===== src/rtl/isodur_pkg.sv =====
`timescale 1ns / 1ps
// ----------------------------------------------------------------------------
// ISO duration parser package
// Parser phase type, character codes, unit multipliers and datapath widths.
// ----------------------------------------------------------------------------
package isodur_pkg;

    typedef enum logic [2:0] {
        PH_EXPECT_P = 3'd0,
        PH_TOKEN    = 3'd1,
        PH_SPACE    = 3'd2,
        PH_SIGN     = 3'd3,
        PH_DIGITS   = 3'd4,
        PH_ENDED    = 3'd5
    } phase_t;

    localparam int CH_W    = 8;
    localparam int NUM_W   = 32;
    localparam int SEC_W   = 31;
    localparam int DIGIT_W = 4;
    localparam int MULT_W  = 17;
    localparam int MAC_W   = NUM_W + MULT_W + 1;
    localparam int DEC_W   = NUM_W + 4;

    localparam logic [NUM_W-1:0] SAT_LIMIT = 32'h8000_0000;

    localparam logic [MULT_W-1:0] MULT_DAY  = 17'd86400;
    localparam logic [MULT_W-1:0] MULT_HOUR = 17'd3600;
    localparam logic [MULT_W-1:0] MULT_MIN  = 17'd60;

    localparam logic [CH_W-1:0] CH_NUL   = 8'h00;
    localparam logic [CH_W-1:0] CH_TAB   = 8'h09;
    localparam logic [CH_W-1:0] CH_CR    = 8'h0D;
    localparam logic [CH_W-1:0] CH_SPACE = 8'h20;
    localparam logic [CH_W-1:0] CH_PLUS  = 8'h2B;
    localparam logic [CH_W-1:0] CH_MINUS = 8'h2D;
    localparam logic [CH_W-1:0] CH_ZERO  = 8'h30;
    localparam logic [CH_W-1:0] CH_NINE  = 8'h39;
    localparam logic [CH_W-1:0] CH_D     = 8'h44;
    localparam logic [CH_W-1:0] CH_H     = 8'h48;
    localparam logic [CH_W-1:0] CH_M     = 8'h4D;
    localparam logic [CH_W-1:0] CH_P     = 8'h50;
    localparam logic [CH_W-1:0] CH_S     = 8'h53;
    localparam logic [CH_W-1:0] CH_T     = 8'h54;

endpackage


===== src/rtl/iso_duration_to_seconds_core.sv =====
`timescale 1ns / 1ps
// ----------------------------------------------------------------------------
// ISO 8601 duration to seconds
// Parses a duration string one character per transaction and returns the
// total length in seconds on the transaction that carries the last character.
// ----------------------------------------------------------------------------
// Feed the string one ASCII character per transaction, with last set on the
// final one; a single result (seconds) follows for that character only, 0 on
// any malformed string, a negative nonzero number, a missing unit or a total
// above 2^31-1. The block takes one character every cycle: a character is
// captured in an input register, and from there the parser state is
// updated by one multiply-add with saturation (digit accumulation, or number
// times the unit's constant added to the total), which sets the cycle time.
// A result enters the output register as its last character is processed
// from the input register. Characters keep flowing while a result waits;
// only a last character stalls when the output register is still occupied.
// ----------------------------------------------------------------------------
module iso_duration_to_seconds_core
(
    input  logic                          clk,
    input  logic                          rst_n,
    input  logic                          in_valid,
    output logic                          in_stall,
    input  logic [isodur_pkg::CH_W-1:0]   ch,
    input  logic                          last,
    output logic                          out_valid,
    input  logic                          out_stall,
    output logic [isodur_pkg::SEC_W-1:0]  seconds
);
    import isodur_pkg::*;

    // Input register stage
    logic            in_v_reg;
    logic [CH_W-1:0] ch_reg;
    logic            last_reg;

    // Parser state
    phase_t           phase_reg, phase_next;
    logic             time_reg, time_next;
    logic             minus_reg, minus_next;
    logic [NUM_W-1:0] number_reg, number_next;
    logic [NUM_W-1:0] total_reg, total_next;
    logic             failed_reg, failed_next;

    // Result register
    logic             out_v_reg;
    logic [SEC_W-1:0] seconds_reg, seconds_next;

    logic proc;
    logic load_in;
    logic is_digit;
    logic is_ws;
    logic [DIGIT_W-1:0] digit;
    logic [DEC_W-1:0]   dec_sum;
    logic [NUM_W-1:0]   dec_sat;
    logic [MAC_W-1:0]   prod_day, prod_hour, prod_min, prod_sel, mac_sum;
    logic [NUM_W-1:0]   mac_sat;
    logic               unit_ok;

    // Step values after this character, before the end-of-string reset
    phase_t           ph_step;
    logic             time_step, minus_step, failed_step;
    logic [NUM_W-1:0] number_step, total_step;

    // Process the held character unless it is a last one blocked by a full output
    assign proc     = in_v_reg && (!last_reg || !out_v_reg || !out_stall);
    assign load_in  = !in_v_reg || proc;
    assign in_stall = !load_in;

    assign out_valid = out_v_reg;
    assign seconds   = seconds_reg;

    // Character classes
    always_comb
    begin
        is_digit = (ch_reg inside {[CH_ZERO:CH_NINE]});
        is_ws    = (ch_reg == CH_SPACE) || (ch_reg inside {[CH_TAB:CH_CR]});
        digit    = DIGIT_W'(ch_reg - CH_ZERO);
    end

    // Decimal accumulate: number * 10 + digit, saturating at 2^31
    always_comb
    begin
        dec_sum = {1'b0, number_reg, 3'b000} + {3'b000, number_reg, 1'b0}
                + DEC_W'(digit);
        dec_sat = (dec_sum > DEC_W'(SAT_LIMIT)) ? SAT_LIMIT : dec_sum[NUM_W-1:0];
    end

    // Unit multiply-add: total + number * unit, saturating at 2^31
    always_comb
    begin
        prod_day  = MAC_W'(number_reg) * MAC_W'(MULT_DAY);
        prod_hour = MAC_W'(number_reg) * MAC_W'(MULT_HOUR);
        prod_min  = MAC_W'(number_reg) * MAC_W'(MULT_MIN);
        unit_ok   = 1'b1;
        case (ch_reg)
            CH_D:    prod_sel = prod_day;
            CH_H:    prod_sel = prod_hour;
            CH_M:
            begin
                prod_sel = prod_min;
                unit_ok  = time_reg;
            end
            CH_S:    prod_sel = MAC_W'(number_reg);
            default:
            begin
                prod_sel = '0;
                unit_ok  = 1'b0;
            end
        endcase
        mac_sum = MAC_W'(total_reg) + prod_sel;
        mac_sat = (mac_sum > MAC_W'(SAT_LIMIT)) ? SAT_LIMIT : mac_sum[NUM_W-1:0];
    end

    // Next state: advance the parser by one character
    always_comb
    begin
        ph_step     = phase_reg;
        time_step   = time_reg;
        minus_step  = minus_reg;
        number_step = number_reg;
        total_step  = total_reg;
        failed_step = failed_reg;

        if (!failed_reg && phase_reg != PH_ENDED)
        begin
            if (phase_reg == PH_EXPECT_P)
            begin
                if (ch_reg == CH_P)
                    ph_step = PH_TOKEN;
                else
                    failed_step = 1'b1;
            end
            else if (ch_reg == CH_NUL)
            begin
                if (phase_reg == PH_TOKEN)
                    ph_step = PH_ENDED;
                else
                    failed_step = 1'b1;
            end
            else if (is_digit)
            begin
                number_step = dec_sat;
                ph_step     = PH_DIGITS;
            end
            else if (phase_reg == PH_DIGITS)
            begin
                if ((minus_reg && number_reg != '0) || !unit_ok)
                    failed_step = 1'b1;
                else
                begin
                    total_step  = mac_sat;
                    number_step = '0;
                    minus_step  = 1'b0;
                    ph_step     = PH_TOKEN;
                end
            end
            else if (phase_reg == PH_TOKEN && ch_reg == CH_T)
                time_step = 1'b1;
            else if ((phase_reg == PH_TOKEN || phase_reg == PH_SPACE) && is_ws)
                ph_step = PH_SPACE;
            else if ((phase_reg == PH_TOKEN || phase_reg == PH_SPACE)
                     && (ch_reg == CH_PLUS || ch_reg == CH_MINUS))
            begin
                minus_step = (ch_reg == CH_MINUS);
                ph_step    = PH_SIGN;
            end
            else
                failed_step = 1'b1;
        end

        phase_next  = phase_reg;
        time_next   = time_reg;
        minus_next  = minus_reg;
        number_next = number_reg;
        total_next  = total_reg;
        failed_next = failed_reg;
        if (proc)
        begin
            if (last_reg)
            begin
                // End of string: return to the reset state
                phase_next  = PH_EXPECT_P;
                time_next   = 1'b0;
                minus_next  = 1'b0;
                number_next = '0;
                total_next  = '0;
                failed_next = 1'b0;
            end
            else
            begin
                phase_next  = ph_step;
                time_next   = time_step;
                minus_next  = minus_step;
                number_next = number_step;
                total_next  = total_step;
                failed_next = failed_step;
            end
        end
    end

    // Outputs: drop the total to 0 on error, unfinished token or overflow
    always_comb
    begin
        if (!failed_step && (ph_step == PH_TOKEN || ph_step == PH_ENDED)
            && !total_step[NUM_W-1])
            seconds_next = total_step[SEC_W-1:0];
        else
            seconds_next = '0;
    end

    always_ff @(posedge clk or negedge rst_n)
    begin
        if (!rst_n)
        begin
            in_v_reg   <= 1'b0;
            out_v_reg  <= 1'b0;
            phase_reg  <= PH_EXPECT_P;
            time_reg   <= 1'b0;
            minus_reg  <= 1'b0;
            number_reg <= '0;
            total_reg  <= '0;
            failed_reg <= 1'b0;
        end
        else
        begin
            if (load_in)
                in_v_reg <= in_valid;
            if (proc && last_reg)
                out_v_reg <= 1'b1;
            else if (!out_stall)
                out_v_reg <= 1'b0;
            phase_reg  <= phase_next;
            time_reg   <= time_next;
            minus_reg  <= minus_next;
            number_reg <= number_next;
            total_reg  <= total_next;
            failed_reg <= failed_next;
        end
    end

    // Payload registers: hold while stalled
    always_ff @(posedge clk)
    begin
        if (load_in)
        begin
            ch_reg   <= ch;
            last_reg <= last;
        end
        if (proc && last_reg)
            seconds_reg <= seconds_next;
    end

endmodule

===== config.mk =====
export PLATFORM = sky130hd
export DESIGN_NAME = iso_duration_to_seconds_core
export DESIGN_NICKNAME = d
export VERILOG_FILES = /design/src/rtl/isodur_pkg.sv /design/src/rtl/iso_duration_to_seconds_core.sv
export SDC_FILE = /design/constraint.sdc
export NUM_CORES = 1
export LEC_CHECK = 0
export ABC_AREA = 1
export ABC_CLOCK_PERIOD_IN_PS = 6700
export BUFFER_PORTS_ARGS = -buffer_cell sky130_fd_sc_hd__buf_4
export CORE_UTILIZATION = 45
export CTS_CLUSTER_SIZE = 25
export DETAILED_ROUTE_END_ITERATION = 8
export PLACE_DENSITY = 0.65
export SLEW_MARGIN = 20
export SYNTH_ARGS = -nofsm -noshare
export SYNTH_HDL_FRONTEND = slang
export SYNTH_SLANG_ARGS = --single-unit

===== constraint.sdc =====
create_clock -name clk -period 6.7 [get_ports clk]
set_input_delay 1.34 -clock clk [delete_from_list [all_inputs] [get_ports clk]]
set_output_delay 1.34 -clock clk [all_outputs]
set_load 0.01 [all_outputs]

# --- After elaboration in Yosys (flattened, before gate mapping) ---
# Index checks and enable logic that the tools add are counted.
totals:
  mem_bits_rw: 0
  inputBits: 13
  mem_bits_ro: 0
  latchBits: 0
  output_inout_bits: 33
  reg_bits: 112
  wordCells: 148
  mem_count: 0
classes:
  n_reduce_logical: 39
  muxes: 61
  n_bitwise: 0
  shift: 0
  eq_ne: 24
  addsub: 4
  n_mul: 3
  div_mod_pow: 0
  n_lt_le_gt_ge: 6
op_table:
  columns: ["op", "count"]
  rows:
  - ["$mux 32", 16]
  - ["$pmux 49 s4", 1]
  - ["$add 32x50->50", 1]
  - ["$gt 50x32->1 const B", 1]
  - ["$eq 8x7->1 const B", 6]
  - ["$mul 32x10->42 const B", 1]
  - ["$mul 32x8->40 const B", 1]
  - ["$add 35x33->36", 1]
  - ["$add 36x4->36", 1]
  - ["$gt 36x32->1 const B", 1]
  - ["$mul 32x4->36 const B", 1]
  - ["$mux 3", 12]
  - ["$reduce_bool 32->1", 1]
  - ["$mux 1", 31]
  - ["$eq 8x6->1 const B", 3]
  - ["$ne 3x3->1 const B", 5]
  - ["$logic_and 1x1->1", 11]
  - ["$logic_not 1->1", 9]
  - ["$reduce_and 9->1", 1]
  - ["$ge 8x4->1 const B", 1]
  - ["$ge 8x6->1 const B", 1]
  - ["$le 8x4->1 const B", 1]
  - ["$le 8x6->1 const B", 1]
  - ["$logic_not 8->1", 1]
  - ["other kinds (14)", 28]

# --- Logic depth before layout (Yosys ltp) ---
logic_depth:
  word_depth: 15
  ltp_mapped: 46
  ltp_nobuf: 44

# --- Worst setup path after synthesis ---
# OpenSTA, ideal clock, no wires.
synth_path:
  kind: "register to register"
  start: "reg number_reg[1]"
  end: "reg seconds_reg[20], in the netlist seconds[20], data pin"
  required_time_ns: 6.564
  setup_time_ns: 0.136
  arrival_time_ns: 6.327
  synth_period_minus_slack_ns: 6.462
  n_path_buf: 1
  setup_slack_ns: 0.238
  stages_incl_launch_ff: 43
  path_cell_list: "dfrtp_1 -> ha_1 -> inv_1 -> fa_1 -> inv_1 -> fa_1 -> ha_1 -> inv_1 -> fa_1 -> inv_1 -> ha_1 -> nand2_1 -> inv_1 -> nand2_1 -> nand2_1 -> inv_1 -> nand3_1 -> or2_2 -> (+7 left out) -> inv_1 -> nor2_1 -> nor2_1 -> nand2_1 -> xor2_1 -> nand3_1 -> nor2_1 -> nand3_1 -> nand2_1 -> nand2_1 -> nor2_1 -> nand2_1 -> nor2_4 -> nand3_2 -> nand2_2 -> nand2_4 -> buf_6 -> nor2_2"
synth_via:
  elab_chain_len: 13
  elab_cells_between_ends: 35
  cone_classes: "1 x add/sub; 3 x mul; 1 x order compare; 2 x eq/ne; 20 x mux; 8 x reduce/logical"
synth_lines:
  columns: ["element", "line_no", "rtl"]
  rows:
  - ["start: declaration", "iso_duration_to_seconds_core.sv:41", "logic [NUM_W-1:0] number_reg, number_next;"]
  - ["start signal: assignment", "iso_duration_to_seconds_core.sv:236", "number_reg <= number_next;"]
  - ["$mul 32x4->36 (tied with other cells)", "iso_duration_to_seconds_core.sv:94", "prod_min = MAC_W'(number_reg) * MAC_W'(MULT_MIN);"]
  - ["$pmux 49 s4 / $logic_and 1x1->1 (equally long branches)", "iso_duration_to_seconds_core.sv:96, iso_duration_to_seconds_core.sv:148", null]
  - ["$add 32x50->50 / $logic_or 1x1->1 (equally long branches)", "iso_duration_to_seconds_core.sv:111, iso_duration_to_seconds_core.sv:148", null]
  - ["$gt 50x32->1 / $mux 3 (equally long branches)", "iso_duration_to_seconds_core.sv:112, iso_duration_to_seconds_core.sv:148", null]
  - ["$mux 32 / $mux 3 (equally long branches)", "iso_duration_to_seconds_core.sv:112, iso_duration_to_seconds_core.sv:146", null]
  - ["$mux 32 / $mux 3 (equally long branches)", "iso_duration_to_seconds_core.sv:148, iso_duration_to_seconds_core.sv:141", null]
  - ["$mux 32 / $mux 3 (equally long branches)", "iso_duration_to_seconds_core.sv:146, iso_duration_to_seconds_core.sv:134", null]
  - ["$mux 32 / $mux 3 (equally long branches)", "iso_duration_to_seconds_core.sv:141, iso_duration_to_seconds_core.sv:127", null]
  - ["$mux 32 / $mux 3 (equally long branches)", "iso_duration_to_seconds_core.sv:134, iso_duration_to_seconds_core.sv:125", null]
  - ["$mux 32 (tied with other cells)", "iso_duration_to_seconds_core.sv:127", "if (phase_reg == PH_EXPECT_P)"]
  - ["$mux 32 / $logic_or 1x1->1 (equally long branches)", "iso_duration_to_seconds_core.sv:125, iso_duration_to_seconds_core.sv:205", null]
  - ["$logic_not 1->1 / $logic_and 1x1->1 (equally long branches)", "iso_duration_to_seconds_core.sv:206, iso_duration_to_seconds_core.sv:205", null]
  - ["$logic_and 1x1->1", "iso_duration_to_seconds_core.sv:206", "&& !total_step[NUM_W-1])"]
  - ["end signal: assignment", "iso_duration_to_seconds_core.sv:251", "seconds_reg <= seconds_next;"]
  - ["end: declaration", "iso_duration_to_seconds_core.sv:47", "logic [SEC_W-1:0] seconds_reg, seconds_next;"]
# Parallel ways exist; a longest one is shown, timed or not.
# A chain may end at the register's enable or synchronous reset.

# --- Worst setup path after layout ---
layout_path:
  start: "reg number_reg[5]"
  end: "reg seconds_reg[21], in the netlist seconds[21], data pin"
# Same word-level chain as after synthesis.

==> results.sh <==
export IMPL_grt_max_degree=73
export IMPL_max_slew_worst_pin_slew_ns=1.08
export IMPL_ant_nets=0
export IMPL_cts_htree_levels=3
export IMPL_slew_viol_final=0
export IMPL_ir_drop_uv=151
export IMPL_rows=86
export IMPL_ys_seq_area_frac=0.119
export IMPL_dieArea_um2=57100
export IMPL_cts_buffer_depth=2
export IMPL_p_total_mw=1.72
export IMPL_multiInputGateArea_um2=20600
export IMPL_pin_count=46
export IMPL_instances_no_fill=5262
export IMPL_hold_depth=1
export IMPL_setup_ws_ns=-0.296
export IMPL_core_area_um2=55300
export IMPL_max_stage_delay_ns=0.52
export IMPL_crit_arrival_ns=7.26
export IMPL_regArea_um2=3020
export IMPL_diodes=0
export IMPL_first_global_vias=26400
export IMPL_dp_cells=5175
export IMPL_rsz0062_at_grt="true"
export IMPL_fin_skew_ns=0.0169
export IMPL_grt_pass1_wl_um=141000
export IMPL_holdWs_ns=0.506
export IMPL_fin_tns_setup_ns=-13.14
export IMPL_cts_tree="done"
export IMPL_max_freq_mhz=143
export IMPL_crit_required_ns=6.96
export IMPL_setup_violations=62
export IMPL_drive_above_1_share=0.228
export IMPL_pre_cts_ws_ns=-0.701
export IMPL_mostFrequentLayoutCells="nand2_1 (1084), inv_1 (797), buf_4 (574)"
export IMPL_cts_hold_buf=0
export IMPL_path_clk_slew_ns=0.08
export IMPL_n_fill_cell=5361
export IMPL_grt_use_total=0.319
export IMPL_status="complete, but fails checks"
export IMPL_crit_path_max_fanout=7
export IMPL_min_period_over_period=1.04
export IMPL_start_kind="flip-flop"
export IMPL_synthTopCellsByArea="ha_1 (17%), nand2_1 (17%), fa_1 (13%), inv_1 (12%), dfrtp_1 (7.1%)"
export IMPL_synthArstFlopShare=0.643
export IMPL_synth_warnings=0
export IMPL_power_leakage_nw=18.7
export IMPL_vias=27200
export IMPL_drc=0
export IMPL_drv_cap=0
export IMPL_placed_area_um2=30000
export IMPL_nets=5044
export IMPL_critPathCaptureType="flip-flop"
export IMPL_dr_pass1_iters=8
export IMPL_overflow=0
export IMPL_place_congestion=1.01
export IMPL_post_drt_wl_per_cell_um=17.2
export IMPL_viasPerCell=5.17
export IMPL_cp_slowest_cell="fa_1"
export IMPL_hold_viol=0
export IMPL_rr_worst_depth=40
export IMPL_crit_top_cell="nand2_1"
export IMPL_clkLatencyLatePin_ns=0.41
export IMPL_die_y_um=239
export IMPL_syn_inst=3941
export IMPL_drt_iter0_drc=1835
export IMPL_io_buffers=45
export IMPL_totalWireLength_um=90300
export IMPL_cts_root_buf="clkbuf_16"
export IMPL_syn_num_nets=4476
export IMPL_powerDensity_nw_per_um2=52.4
export IMPL_synth_cell_type_count=55
export IMPL_initial_core_util=0.457
export IMPL_hpwl_um=75400
export IMPL_synth_edf_count=40
export IMPL_failed_checks="negative setup slack"
export IMPL_antenna_found_initial=1
export IMPL_synthesis_area_um2=25300
export IMPL_avgSynthCellArea_um2=6.41
export IMPL_fin_util=0.594
export IMPL_cts_sinks=112
export IMPL_synthFlopType="dfrtp_1"
export IMPL_period_needed_ns=7.00
export IMPL_slew_headroom=0.280
export IMPL_cts_buffers=9
export IMPL_syn_to_final_growth_pct=29.9
export IMPL_die_w_um=239
export IMPL_synth_top_cell_by_area="ha_1"
export IMPL_final_common_cell="nand2_1"
export IMPL_hp_class="flip-flop to flip-flop"
export IMPL_synth_seq_cells=112
export IMPL_worstSetupPathType="flip-flop to flip-flop"
export IMPL_synth_top_area_frac=0.175
export IMPL_final_cell_area_um2=32800
## kinds of logic after synthesis
family          share of synthesized area
compound gates                     0.0926
xor+xnor                           0.0215
fa+ha+maj                           0.309
buf+inv                             0.135
flops                               0.119
mux                              0.000396
simple gates                        0.323
## final timing paths
path	to	slack, ns	startpoint
worst max-delay path	seconds[21]	-0.30	number_reg[5]
min in group asynchronous	out_valid	0.88	rst_n
worst min-delay path	time_reg	0.51	time_reg
max in group asynchronous	number_reg[13]	5.19	rst_n
worst min register to register	time_reg	0.51	time_reg
worst max register to register	seconds[21]	-0.30	number_reg[5]
## layer usage
metal / track usage / vias to the layer above / wire length (um)
met5: 0 / - / 0
met4: 0.134 / 0 / 4640
met3: 0.0334 / 210 / 4890
met2: 0.559 / 825 / 43000
met1: 0.397 / 12700 / 37700
li1: - / 13500 / -
## synth_stat cells, drive strengths merged (3+ instances only)
master / n
a21oi: 202
o21bai: 15
o21a: 5
dfrtp: 72
edfxtp: 40
nand3b: 13
buf: 17
or2: 21
nand2: 1166
o22ai: 7
o221ai: 3
clkbuf: 27
nor4: 10
nor3: 24
inv: 848
fa: 169
a31oi: 16
nand3: 274
o21ai: 131
a21o: 8
and3: 3
o2111ai: 20
xor2: 37
nand4: 45
ha: 353
nor2: 374
xnor2: 25
## where the power goes
| part | leakage [nW] | switching [mW] | internal [mW] |
|---|---|---|---|
| registers | 1.37 | 0.0186 | 0.729 |
| logic | 17.2 | 0.244 | 0.167 |
| clock network | 0.135 | 0.303 | 0.260 |
| total | 18.7 | 0.566 | 1.15 |
## timing repair
item / 4_1_cts / 5_1_grt
gates cloned: 2 / 3
pin swaps: 64 / 99
buffers inserted: 34 / 32
endpoints found under the setup margin: 63 / 63
gates resized for setup: 213 / 184
## area by class of cell
class / count / share of cell area
inverter: 849 / 0.0975
tap: 748 / 0.0285
clock inverter: 7 / 0.00194
timing repair buffer: 601 / 0.145
multi-input combinational: 2936 / 0.628
clock buffer: 9 / 0.00686
sequential: 112 / 0.0919
## critical path: cells and delay by family, from the launching register on
kind,cells,cell delay (ns)
buf+inv,7,0.75
xor+xnor,1,0.17
simple gates,20,1.97
flops,1,0.47
compound gates,5,0.73
fa+ha+maj,7,2.74
No activity file was read; power rests on OpenSTA's default activity.
